[src/sv/crlg_pkg.sv]
`timescale 1ns / 1ps
// ----------------------------------------------------------------------------
// Color ramp LUT generator package
// Beat types, table geometry, control codes and the entry-to-position table.
// ----------------------------------------------------------------------------
package crlg_pkg;

  localparam int MAX_STOPS = 16;
  localparam int LUT_WIDTH = 256;

  localparam int ADDR_W    = (MAX_STOPS > 1) ? $clog2(MAX_STOPS) : 1;
  localparam int CNT_W     = $clog2(MAX_STOPS + 1);
  localparam int LUT_IDX_W = (LUT_WIDTH > 1) ? $clog2(LUT_WIDTH) : 1;

  localparam int CFG_W     = 5;
  localparam int POS_W     = 16;
  localparam int CH_W      = 8;
  localparam int NUM_CH    = 4;
  localparam int POS_MAX   = (1 << POS_W) - 1;

  localparam int NUM_W     = 35;
  localparam int DEN_W     = POS_W + 1;
  localparam int DIV_STEPS = POS_W;
  localparam int DIV_CNT_W = $clog2(DIV_STEPS);

  localparam int CH_RED    = 0;
  localparam int CH_GREEN  = 1;
  localparam int CH_BLUE   = 2;
  localparam int CH_ALPHA  = 3;

  localparam logic CMD_LOAD  = 1'b0;
  localparam logic CMD_QUERY = 1'b1;

  typedef struct packed {
    logic             cmd;
    logic [3:0]       stop_slot;
    logic [POS_W-1:0] stop_position;
    logic [CH_W-1:0]  stop_red;
    logic [CH_W-1:0]  stop_green;
    logic [CH_W-1:0]  stop_blue;
    logic [CH_W-1:0]  stop_alpha;
    logic [7:0]       entry_index;
  } in_beat_t;

  typedef struct packed {
    logic [CH_W-1:0] out_red;
    logic [CH_W-1:0] out_green;
    logic [CH_W-1:0] out_blue;
    logic [CH_W-1:0] out_alpha;
    logic            ramp_empty;
  } out_beat_t;

  typedef struct packed {
    logic [POS_W-1:0]             pos;
    logic [NUM_CH-1:0][CH_W-1:0]  ch;
  } stop_t;

  typedef enum logic [1:0] {
    RES_EMPTY,
    RES_LAST,
    RES_BLEND
  } res_sel_e;

  typedef struct packed {
    logic              wr_en;
    logic              rd_en;
    logic [ADDR_W-1:0] rd_addr;
    logic              lat_query;
    logic              shift;
    logic              cap_lo;
    logic              cap_hi;
    logic              mul;
    logic              sum;
    logic              step;
    logic              out_load;
    res_sel_e          out_sel;
  } ctl_cmd_t;

  typedef struct packed {
    logic hit;
    logic above;
  } dp_sts_t;

  typedef logic [POS_W-1:0] t16_lut_t [LUT_WIDTH];

  function automatic t16_lut_t build_t16_lut();
    t16_lut_t lut;
    for (int i = 0; i < LUT_WIDTH; i++) begin
      lut[i] = POS_W'((i * POS_MAX + (LUT_WIDTH - 1) / 2) / (LUT_WIDTH - 1));
    end
    return lut;
  endfunction

  localparam t16_lut_t T16_LUT = build_t16_lut();

endpackage

[src/sv/crlg_ctrl.sv]
`timescale 1ns / 1ps
// ----------------------------------------------------------------------------
// Color ramp LUT generator controller
// Input handshake, stop count register, scan sequencing and result handoff.
// ----------------------------------------------------------------------------
module crlg_ctrl (
  input  logic                       clk_i,
  input  logic                       rst_ni,
  input  logic                       in_valid_i,
  output logic                       in_stall_o,
  input  crlg_pkg::in_beat_t         in_data_i,
  output logic                       out_valid_o,
  input  logic                       out_stall_i,
  input  logic                       cfg_we_i,
  input  logic [crlg_pkg::CFG_W-1:0] cfg_wdata_i,
  input  crlg_pkg::dp_sts_t          sts_i,
  output crlg_pkg::ctl_cmd_t         cmd_o
);
  import crlg_pkg::*;

  localparam logic [3:0] S_IDLE   = 4'd0;
  localparam logic [3:0] S_PRIME  = 4'd1;
  localparam logic [3:0] S_SCAN   = 4'd2;
  localparam logic [3:0] S_RD_LO  = 4'd3;
  localparam logic [3:0] S_CAP_LO = 4'd4;
  localparam logic [3:0] S_CAP_HI = 4'd5;
  localparam logic [3:0] S_MUL    = 4'd6;
  localparam logic [3:0] S_SUM    = 4'd7;
  localparam logic [3:0] S_DIV    = 4'd8;
  localparam logic [3:0] S_DONE   = 4'd9;

  logic [3:0]           state_q, state_d;
  logic [ADDR_W-1:0]    ptr_q, ptr_d;
  logic [ADDR_W-1:0]    idx_q, idx_d;
  logic [ADDR_W-1:0]    idx_n;
  logic                 last_q, last_d;
  logic [DIV_CNT_W-1:0] div_cnt_q, div_cnt_d;
  res_sel_e             sel_q, sel_d;
  logic                 out_valid_q, out_valid_d;
  logic [CFG_W-1:0]     count_q;
  logic [CNT_W-1:0]     n;
  logic                 out_free;

  assign n          = (int'(count_q) > MAX_STOPS) ? CNT_W'(MAX_STOPS) : CNT_W'(count_q);
  assign in_stall_o = (state_q != S_IDLE);
  assign out_free   = !out_valid_q || !out_stall_i;
  assign out_valid_o = out_valid_q;

  always_comb begin
    state_d   = state_q;
    ptr_d     = ptr_q;
    idx_d     = idx_q;
    idx_n     = idx_q;
    last_d    = last_q;
    div_cnt_d = div_cnt_q;
    sel_d     = sel_q;
    cmd_o         = '0;
    cmd_o.out_sel = sel_q;
    case (state_q)
      S_IDLE: begin
        if (in_valid_i) begin
          if (in_data_i.cmd == CMD_LOAD) begin
            cmd_o.wr_en = (int'(in_data_i.stop_slot) < MAX_STOPS);
          end else begin
            cmd_o.lat_query = 1'b1;
            if (n == '0) begin
              sel_d   = RES_EMPTY;
              state_d = S_DONE;
            end else if (n == CNT_W'(1)) begin
              idx_d   = '0;
              last_d  = 1'b1;
              state_d = S_RD_LO;
            end else begin
              cmd_o.rd_en   = 1'b1;
              cmd_o.rd_addr = '0;
              idx_d         = '0;
              state_d       = S_PRIME;
            end
          end
        end
      end
      S_PRIME: begin
        cmd_o.shift   = 1'b1;
        cmd_o.rd_en   = 1'b1;
        cmd_o.rd_addr = ADDR_W'(1);
        ptr_d         = ADDR_W'(1);
        state_d       = S_SCAN;
      end
      S_SCAN: begin
        if (sts_i.hit) begin
          idx_n = ptr_q - ADDR_W'(1);
        end else if (sts_i.above) begin
          idx_n = ptr_q;
        end
        idx_d = idx_n;
        if (sts_i.hit || (CNT_W'(ptr_q) == n - CNT_W'(1))) begin
          last_d  = (CNT_W'(idx_n) >= n - CNT_W'(1));
          state_d = S_RD_LO;
        end else begin
          cmd_o.shift   = 1'b1;
          cmd_o.rd_en   = 1'b1;
          cmd_o.rd_addr = ptr_q + ADDR_W'(1);
          ptr_d         = ptr_q + ADDR_W'(1);
        end
      end
      S_RD_LO: begin
        cmd_o.rd_en   = 1'b1;
        cmd_o.rd_addr = idx_q;
        state_d       = S_CAP_LO;
      end
      S_CAP_LO: begin
        cmd_o.cap_lo = 1'b1;
        if (last_q) begin
          sel_d   = RES_LAST;
          state_d = S_DONE;
        end else begin
          cmd_o.rd_en   = 1'b1;
          cmd_o.rd_addr = idx_q + ADDR_W'(1);
          state_d       = S_CAP_HI;
        end
      end
      S_CAP_HI: begin
        cmd_o.cap_hi = 1'b1;
        state_d      = S_MUL;
      end
      S_MUL: begin
        cmd_o.mul = 1'b1;
        state_d   = S_SUM;
      end
      S_SUM: begin
        cmd_o.sum = 1'b1;
        div_cnt_d = '0;
        state_d   = S_DIV;
      end
      S_DIV: begin
        cmd_o.step = 1'b1;
        div_cnt_d  = div_cnt_q + DIV_CNT_W'(1);
        if (div_cnt_q == DIV_CNT_W'(DIV_STEPS - 1)) begin
          sel_d   = RES_BLEND;
          state_d = S_DONE;
        end
      end
      S_DONE: begin
        if (out_free) begin
          cmd_o.out_load = 1'b1;
          state_d        = S_IDLE;
        end
      end
      default: begin
        state_d = S_IDLE;
      end
    endcase
  end

  assign out_valid_d = cmd_o.out_load || (out_valid_q && out_stall_i);

  always_ff @(posedge clk_i or negedge rst_ni) begin
    if (!rst_ni) begin
      state_q     <= S_IDLE;
      ptr_q       <= '0;
      idx_q       <= '0;
      last_q      <= 1'b0;
      div_cnt_q   <= '0;
      sel_q       <= RES_EMPTY;
      out_valid_q <= 1'b0;
      count_q     <= '0;
    end else begin
      state_q     <= state_d;
      ptr_q       <= ptr_d;
      idx_q       <= idx_d;
      last_q      <= last_d;
      div_cnt_q   <= div_cnt_d;
      sel_q       <= sel_d;
      out_valid_q <= out_valid_d;
      if (cfg_we_i) begin
        count_q <= cfg_wdata_i;
      end
    end
  end

endmodule

[config.mk]
export PLATFORM = sky130hd
export DESIGN_NAME = crlg_ctrl
export DESIGN_NICKNAME = d
export VERILOG_FILES = /design/src/sv/crlg_pkg.sv /design/src/sv/crlg_ctrl.sv
export SDC_FILE = /design/constraint.sdc
export NUM_CORES = 1
export LEC_CHECK = 0
export BUFFER_PORTS_ARGS = -buffer_cell sky130_fd_sc_hd__buf_2
export CORE_AREA = 2 2 69 71
export CTS_CLUSTER_DIAMETER = 50
export CTS_CLUSTER_SIZE = 40
export DETAILED_ROUTE_END_ITERATION = 16
export DIE_AREA = 0 0 71 73
export GPL_TIMING_DRIVEN = 0
export PLACE_DENSITY = 0.73
export REMOVE_ABC_BUFFERS = 1
export SETUP_SLACK_MARGIN = 0.4
export SLEW_MARGIN = 15
export SYNTH_ARGS = -nofsm -noshare
export SYNTH_HDL_FRONTEND = slang
export SYNTH_SLANG_ARGS = --single-unit
[constraint.sdc]
create_clock -name clk_i -period 2.1 [get_ports clk_i]
set_input_delay 0.21 -clock clk_i [delete_from_list [all_inputs] [get_ports clk_i]]
set_output_delay 0.21 -clock clk_i [all_outputs]
set_load 0.01 [all_outputs]
== Word level (Yosys, flattened, before mapping) ==
Index checks and enable logic that the tools add are counted.
Operators by class
  $add $sub $neg: 5
  magnitude comparators: 2
  eq/ne operators: 22
  multiplexer cells: 51
  reduce and logical (&&, ||, !) cells: 18
Operators by type and width (number)
  $mux 4: 14
  $pmux 4 s10: 1
  $mux 5: 5
  $pmux 5 s5: 1
  $pmux 4 s2: 3
  $ne 2x2->1 const B: 10
  $eq 4x3->1 const B: 4
  $mux 1: 16
  $add 4x1->4 const B: 3
  $eq 4x4->1 const B: 3
  $mux 2: 6
  $reduce_and 6->1: 2
  $eq 4x2->1 const B: 2
  $mux 7: 1
  $mux 6: 1
  $pmux 2 s3: 1
  $reduce_bool 2->1: 3
  $eq 4x5->1: 1
  $eq 5x1->1 const B: 1
  $ge 4x5->1: 1
  $gt 5x5->1 const B: 1
  $logic_not 5->1: 1
  $reduce_and 5->1: 1
  $sub 5x1->5 const B: 1
  other kinds (11): 15
Word-level totals
  register bits after elaboration: 25
  bits of input ports: 73

== Depth between registers and ports, before layout ==
Gate-level depths: netlist (run 1).
  word-level depth: 8
  mapped depth: 10
  gate-level depth less buffers: 9

== Worst setup path before layout (run 1) ==
OpenSTA, ideal clock, no wires.
  kind: reg-to-reg
  start point: register count_q[4]
  end point: register last_q
  arrival: 2.203 ns
  data required time: 1.969 ns
  setup slack: -0.235 ns
  cell stages (with the launch flop): 11
  cell sequence: dfrtp_1 -> inv_1 -> nand2_1 -> ha_1 -> clkbuf_1 -> nor4bb_1 -> a21oi_1 -> a211oi_2 -> a21oi_1 -> o21a_1 -> or3_1
Between the ends
  longest elaborated chain between the ends: 7
  elaborated cells on any way between the ends: 14
Ends and longest elaborated chain
  start, declared: line crlg_ctrl.sv:40  | logic [CFG_W-1:0] count_q;
  start signal, assigned: line crlg_ctrl.sv:176  | count_q <= cfg_wdata_i;
  $gt 5x5->1: line crlg_ctrl.sv:44  | assign n = (int'(count_q) > MAX_STOPS) ? CNT_W'(MAX_STOPS) : CNT_W'(count_q);
  $mux 5 *: line crlg_ctrl.sv:44
  parallel branches: the longest is 5 deep, another holds $sub 5x1->5
  end signal, assigned: line crlg_ctrl.sv:171  | last_q <= last_d;
  end, declared: line crlg_ctrl.sv:36  | logic last_q, last_d;
Every way passes the cells marked *. The select of a mux whose other input is x is not followed.
A chain may end at the register's enable or synchronous reset.

==> results of run 1 <==
what timing repair did:
item,4_1_cts,5_1_grt
endpoints found under the hold margin,25,0
setup buffers,16,12
setup endpoints to repair,33,26
resized for setup,37,18
hold buffers,1,0
pin swaps,11,14
critical path, cell delays in order (launching register included):
cell and delay [ns]:
dfrtp_2 0.43, inv_4 0.08, nand2_4 0.07, ha_4 0.20, xnor2_2 0.15, a21oi_2 0.15, a211oi_2 0.08, buf_4 0.16
a21oi_4 0.18, nand2_4 0.10, o221ai_2 0.20, buf_2 0.15
cells in the final DEF, fill, tap and decap left out, types with 9 or more instances in the layout:
cell type and n:
buf_2 29, buf_4 24, dfrtp_1 18, ha_1 9
nand2_1 19, nor2_1 10, o21ai_0 10
kinds of logic (layout without fill, tap and decap cells):
group           Yosys count  after routing  synth area share, %
buf+inv                  23             71                5.227
xor+xnor                 11             11                5.296
fa+ha+maj                10             10                6.878
simple gates             77             77                21.60
compound gates           55             55                21.18
flops                    25             25                34.39
mux                       9              9                5.434
how the worst max path moves through the flow:
stage	cells after the start	start	to
finish	11	count_q[4]	cmd_o[12]
global route	11	count_q[4]	cmd_o[14]
CTS	11	count_q[4]	cmd_o[10]
detailed placement	10	count_q[4]	cmd_o[10]
global placement	10	count_q[4]	cmd_o[12]
floorplan	9	count_q[4]	last_q
metal layers:
metal	global-route usage, %	up-vias
met2	26.79	60
met5	0	-
met4	3.774	0
met1	25.74	863
met3	3.453	5
li1	-	854
power breakdown:
group	internal (mW)	switching, mW
clock	0.136	0.162
sequential	0.652	0.284
combinational	0.932	0.957
total	1.72	1.40
cell type report:
cell class	count	area, um2
Fill cell	395	2082
Multi-Input combinational cell	162	1280
Sequential cell	25	636.9
Timing Repair Buffer	59	391.6
Tap cell	54	67.56
Clock buffer	4	45.04
Inverter	8	32.53
metrics by stage:
stage               setup TNS (ns)  cell area [um2]  hold WS [ns]
finish                      -2.313             2454        0.1478
floorplan                  -0.6785             1754      -0.08559
global placement            -4.354             1972        0.2392
detailed placement          -4.472             1972        0.2428
global route                -4.003             2454        0.1461
CTS                         -2.113             2293        0.1441
sequential cells by signal (all words and copies together), names as in the netlist:
signal,count
ptr_q,4
last_q,1
div_cnt_q,4
idx_q,4
count_q,5
out_valid_o,1
sel_q,2
state_q,4
==> qor.yml, run 1 <==
status: "complete, but fails checks"
failed_checks: "setup timing"
synth_top_area_cell: "dfrtp_1"
setup_viol: 12
wl_per_cell_um: 14.92
synth.top_cells.by_count: "dfrtp_1, nand2_1, o21ai_0, nor2_1, nor3_1"
syn_inst: 210
syn-mean-instance-area_um2: 8.663
postLayoutSetupSlackWorst_ns: -0.3377
cts_root_buffer: "clkbuf_8"
dp.cells: 279
reg2reg_slack_ns: -0.19
clock_latency_ns: 0.28
dr.max_layer_used: "met4"
cts_made_buffers: 3
cts_sinks: 25
crit_path_end_kind: "output port"
start_util_pct: 40.11
timing.fmax_mhz: 410.2
std_cell_rows: 25
vias: 1782
fin_skew_ns: 0.01066
wl_met3_um: 283
reg2regPathDepth: 11
holdPathStages: 3
yosysWarnings: 0
start_kind: "flop"
hpwl_mm: 3.012
area_growth_pct: 34.87
cp_data_required_time_ns: 1.89
min_period_over_period_pct: 116.1
yosys-top-cells-area: "dfrtp_1, ha_1, nand2_1"
met1_length_mm: 2.051
r2r-end: "last_q"
htree_levels: 1
drc_errors: 0
antenna_found_initial: 0
relSlewSlack_pct: 42.65
synth_seq_area_share_pct: 34.39
maxCapViolations: 0
arrival_ns: 2.23
hp-start: "out_stall_i"
final_util_pct: 54.10
p_per_area_nw_per_um2: 1273
vias_per_cell: 5.712
place_congestion: 0.7920
die_h_um: 73
wl_mm: 4.654
rsz0062_at_grt: "true"
track_usage_pct: 17.50
ioPinCount: 91
pre_cts_slack_ns: -0.4680
dr_wl_met2_mm: 2.279
core_area_um2: 4536
drive_above_1_share_pct: 42.25
grt-ovfl-total: 0
path_class: "flop to output port"
port_buffers: 30
grt_max_degree: 26
grt_pass1_wl_mm: 7.107
final_max_slew_viol_count: 0
drt-initial-drc-count: 119
clkTransAtPathRegs_ns: 0.09
hold_path.class: "input port to flop"
ant_nets: 0
hold_end: "out_valid_o"
r2r-start: "count_q[4]"
nets: 342
dieArea_um2: 5183
synthFlopType: "dfrtp_1"
synth_edf_count: 0
synth_seq_cells: 25
tritoncts: "done"
period_needed_ns: 2.438
critPathMaxFanout: 5
synth_area_um2: 1819
cts.path.max_buffers: 2
ir_drop_mv: 0.4905
dr.pass1.iters: 4
die_w_um: 71
worst_slew_pin_slew_ns: 0.8537
yosys.cell_types.count: 45
grt_pass1_vias: 1471
yosysTopAreaCellShare_pct: 34.39
async_reset_ff_share_pct: 100.0
final_cells: 312
n_antenna_cell: 0
finalPower_mw: 3.124
cellLeakagePower_nw: 1.115
hold_viol: 0
Power figures use the tool's default switching activity.
==> inputs of run 2 (changes only) <==
- SKIP_CTS_REPAIR_TIMING: not set -> 1
==> run 2 against run 1 <==
  * The run still ends with setup timing left
  * Setup slack lost 0.17 ns
  * Cell area shrank 5.6%
  * Non-clock buffer count shrank 7
  * Core utilization shrank 3.0 points
  * Global-route usage shrank 1.5 points
  * Cell count shrank 2.2%
  * Maximum frequency shrank 6.4%
  * Critical path depth is the same
  * First-iteration DRC count shrank 18%
  * Critical path type unchanged
==> qor.yml, run 2 (synthesis gave the netlist of run 1 again) <==
status: "complete, but fails checks"
failed_checks: "setup timing"
nets: 335
n_antenna_cell: 0
netSwitchingFraction_pct: 45.23
crit_start: "count_q[4]"
antenna_found_initial: 0
drc_errors: 0
start_util_pct: 40.11
ir_drop_mv: 0.5137
core_area_um2: 4536
area_growth_pct: 27.37
critPathMaxFanout: 7
relSlewSlack_pct: 54.40
drt-initial-drc-count: 98
final_util_pct: 51.09
wl_per_cell_um: 14.46
pre_cts_slack_ns: -0.4680
finalPower_mw: 2.942
regMostFlops: "count_q"
ff_latch_area_um2: 634.4
clock_latency_ns: 0.28
timing.fmax_mhz: 384.2
arrival_ns: 2.39
largest_reg_flops: 5
grt_max_degree: 26
setup_viol: 12
clockPowerShare_pct: 10.1
p_seq_share_pct: 32.0
combinationalPowerShare_pct: 57.9
postPlaceCellArea_um2: 1972
worst_slew_pin_slew_ns: 0.6787
cts.path.max_buffers: 2
cp_data_required_time_ns: 1.89
r2r-end: "last_q"
reg2regPathDepth: 10
p_per_area_nw_per_um2: 1270
std_cell_rows: 25
port_buffers: 30
die_w_um: 71
r2r-start: "count_q[4]"
hold_path.class: "input port to flop"
final_cell_mix: "buf_2, nand2_1, buf_4"
ioPinCount: 91
start_kind: "flop"
place_congestion: 0.7920
cts_sinks: 25
track_usage_pct: 16.05
cellLeakagePower_nw: 1.056
clkTransAtPathRegs_ns: 0.08
vias_per_cell: 5.682
dieArea_um2: 5183
die_h_um: 73
crit_path_end_kind: "output port"
grt-ovfl-total: 0
htree_levels: 1
rsz0062_at_grt: "true"
intPower_mw: 1.611
ant_nets: 0
crit_path_end: "cmd_o[14]"
n_fill_cell: 420
vias: 1733
hpwl_mm: 3.012
period_needed_ns: 2.603
tritoncts: "done"
cts_made_buffers: 3
fin_skew_ns: 0.008131
cts_root_buffer: "clkbuf_8"
wl_mm: 4.409
maxCapViolations: 0
final_max_slew_viol_count: 0
drive_above_1_share_pct: 35.86
min_period_over_period_pct: 124.0
grt_pass1_vias: 1365
grt_pass1_wl_mm: 6.555
final_common_cell: "buf_2"
hold_viol: 0
switchingPower_mw: 1.331
multiInputGateArea_um2: 1212
postLayoutSetupSlackWorst_ns: -0.5031
fin_tns_setup_ns: -3.732
dr.pass1.iters: 4
final_area_um2: 2317
path_class: "flop to output port"
reg2reg_slack_ns: -0.24
[run 2: cell type report]
type                    instances  area share [%]
multi-input cells             162           52.32
clock buffers                   4           1.944
inverters                       8           1.404
well taps                      54           2.916
repair buffers                 52           14.04
flip-flops and latches         25           27.38
[run 2: how the worst min path moves through the flow]
stage,startpoint,end,slack (ns),cells past startpoint
floorplan,rst_ni,count_q[0],-0.09,0
global placement,rst_ni,out_valid_o,0.24,1
detailed placement,rst_ni,out_valid_o,0.24,1
CTS,rst_ni,out_valid_o,-0.06,1
global route,cfg_wdata_i[0],count_q[0],0.16,2
finish,cfg_wdata_i[0],count_q[0],0.16,2
[run 2: stage by stage]
step	cells	hold slack, ns
4_1_cts	283	-0.06495
3_3_place_gp	279	0.2392
3_5_place_dp	279	0.2428
5_1_grt	305	0.1556
6_report	305	0.1623
2_1_floorplan	195	-0.08559
[run 2: power by group through the flow]
stage	registers (mW)	logic [mW]	clock network (mW)
after floorplan	0.867	0.971	0
after global placement	0.936	1.29	0
after detailed placement	0.944	1.31	0
after CTS	0.935	1.32	0.307
after global routing	0.976	1.87	0.326
final	0.942	1.70	0.296
[run 2: critical path, cell delays in order (launching register included)]
cell and delay, ns:
dfrtp_2 0.46, inv_4 0.10, nand2_4 0.07, ha_4 0.19, nor4bb_2 0.35, a21oi_2 0.07
a211oi_2 0.22, buf_4 0.17, a211oi_4 0.08, a21oi_2 0.21, nand2_1 0.07, buf_2 0.14
[run 2: routing by layer]
layer | vias up | wire [um] | global-route usage, %
li1 | 844 | - | -
met1 | 824 | 2060 | 23.58
met3 | 5 | 266 | 3.453
met5 | - | 0 | 0
met2 | 60 | 2040 | 24.20
met4 | 0 | 42 | 3.774
==> inputs of run 3 (changes only) <==
- CORE_AREA: 2 2 69 71 -> 2 2 73 68
- DIE_AREA: 0 0 71 73 -> 0 0 75 70
- PLACE_DENSITY: 0.73 -> 0.77
==> run 3 against run 2 <==
  * The run still ends with setup timing left
  * Global-route usage up 0.72 points
  * Clock skew down 0.0061 ns
  * First-iteration DRC count up 42%
  * Critical path depth down 1
  * Core utilization up 1.4 points
  * Worst hold slack worse by 0.0036 ns
  * Sequential power up 3.5%
  * Sequential share of layout area down 1.1 points
  * Maximum frequency down 4.1%
  * Critical path type unchanged
  * Via count up 3.5%
  * Count of clock-buffer cells in the layout unchanged
  * Non-clock buffer count up 3
==> qor.yml, run 3 (synthesis gave the netlist of run 1 again) <==
whs_ns: 0.1588
worst_slew_pin_slew_ns: 0.5902
wl_per_cell_um: 15.75
track_usage_pct: 16.77
cellLeakagePower_nw: 1.091
final_common_cell: "buf_2"
status: "complete, but fails checks"
drt-initial-drc-count: 139
grt_pass1_vias: 1463
dr.pass1.iters: 5
grt_max_degree: 26
hold_viol: 0
cts_sinks: 25
period_needed_ns: 2.716
std_cell_rows: 24
fin_tns_setup_ns: -4.557
fin_skew_ns: 0.002037
hp-start: "out_stall_i"
n_antenna_cell: 0
final_cells: 319
holdPathStages: 3
htree_levels: 1
tritoncts: "done"
p_per_area_nw_per_um2: 1307
antenna_found_initial: 0
r2r-start: "count_q[4]"
clkTransAtPathRegs_ns: 0.09
cts_root_buffer: "clkbuf_8"
drc_errors: 0
rsz0062_at_grt: "true"
crit_path_end_kind: "output port"
port_buffers: 30
final_cell_mix: "buf_2, nand2_1, dfrtp_1, buf_4, nor2_1"
nets: 338
drive_above_1_share_pct: 38.98
grt-ovfl-total: 0
relSlewSlack_pct: 60.35
die_w_um: 75
start_kind: "flop"
reg2regPathDepth: 10
ant_nets: 0
setup_viol: 12
multiInputGateArea_um2: 1246
cts.path.max_buffers: 2
n_fill_cell: 423
place_congestion: 0.8125
cp_data_required_time_ns: 1.89
grt_pass1_wl_mm: 6.893
path_class: "flop to output port"
reg2reg_slack_ns: -0.48
hold_path.class: "input port to flop"
ff_latch_area_um2: 633.1
clock_latency_ns: 0.27
wl_mm: 5.023
cts_made_buffers: 3
start_util_pct: 39.60
min_period_over_period_pct: 129.3
r2r-end: "last_q"
dp.cells: 290
ioPinCount: 91
failed_checks: "setup timing"
die_h_um: 70
final_max_slew_viol_count: 0
hpwl_mm: 3.182
final_util_pct: 52.45
vias_per_cell: 5.624
core_area_um2: 4594
maxCapViolations: 0
vias: 1794
critPathMaxFanout: 7
largest_reg_flops: 5
arrival_ns: 2.51
regMostFlops: "count_q"
dieArea_um2: 5250
ir_drop_mv: 0.6657
hold_end: "out_valid_o"
postLayoutSetupSlackWorst_ns: -0.6156
timing.fmax_mhz: 368.2
area_growth_pct: 32.46
==> run 3: changes by cell type in the layout (fill, tap and decap cells not counted), sizes merged <==
cell and delta:
buf +3
==> run 3: final cells by class <==
| type | count | share of cell area (%) |
|---|---|---|
| Tap cell | 65 | 3.375 |
| Timing Repair Buffer | 55 | 15.42 |
| Sequential cell | 25 | 26.27 |
| Multi-Input combinational cell | 162 | 51.71 |
| Inverter | 8 | 1.350 |
| Clock buffer | 4 | 1.869 |
==> run 3: worst max-delay path, cell delays in order (launching register included) <==
cell	delay [ns]
dfrtp_2	0.46
inv_4	0.10
nand2_4	0.07
ha_4	0.20
nor4bb_4	0.30
a21oi_2	0.08
a211oi_2	0.39
a211oi_4	0.14
a21oi_2	0.23
nand2_1	0.11
buf_2	0.15
==> run 3: per-stage QoR <==
step,setup WS [ns],instance area (um2),total power [mW]
3_3_place_gp,-0.4996,1986,2.243
3_5_place_dp,-0.4972,1986,2.290
4_1_cts,-0.8243,2031,2.593
6_report,-0.6156,2410,3.150
2_1_floorplan,-0.1608,1754,1.839
5_1_grt,-0.7470,2410,3.368
==> run 3: layer usage <==
layer / vias up / global-route usage (%) / routed length [um]
met2: 79 / 25.54 / 2476
met3: 12 / 1.732 / 366
met4: 0 / 4.762 / 72
met1: 857 / 25.00 / 2108
li1: 846 / - / -
met5: - / 0 / 0
==> run 3: worst max path at each step <==
| stage | start | to | depth (start not counted) |
|---|---|---|---|
| floorplan | count_q[4] | last_q | 9 |
| global placement | count_q[4] | cmd_o[14] | 10 |
| detailed placement | count_q[4] | cmd_o[14] | 10 |
| CTS | count_q[4] | cmd_o[10] | 10 |
| global route | count_q[4] | cmd_o[14] | 10 |
| finish | count_q[4] | cmd_o[14] | 10 |
==> run 3: power breakdown <==
group	switching [mW]	total (mW)	leakage [nW]	internal, mW
clock network	0.167	0.303	0.0228	0.136
registers	0.331	0.975	0.310	0.644
logic	0.947	1.87	0.758	0.926
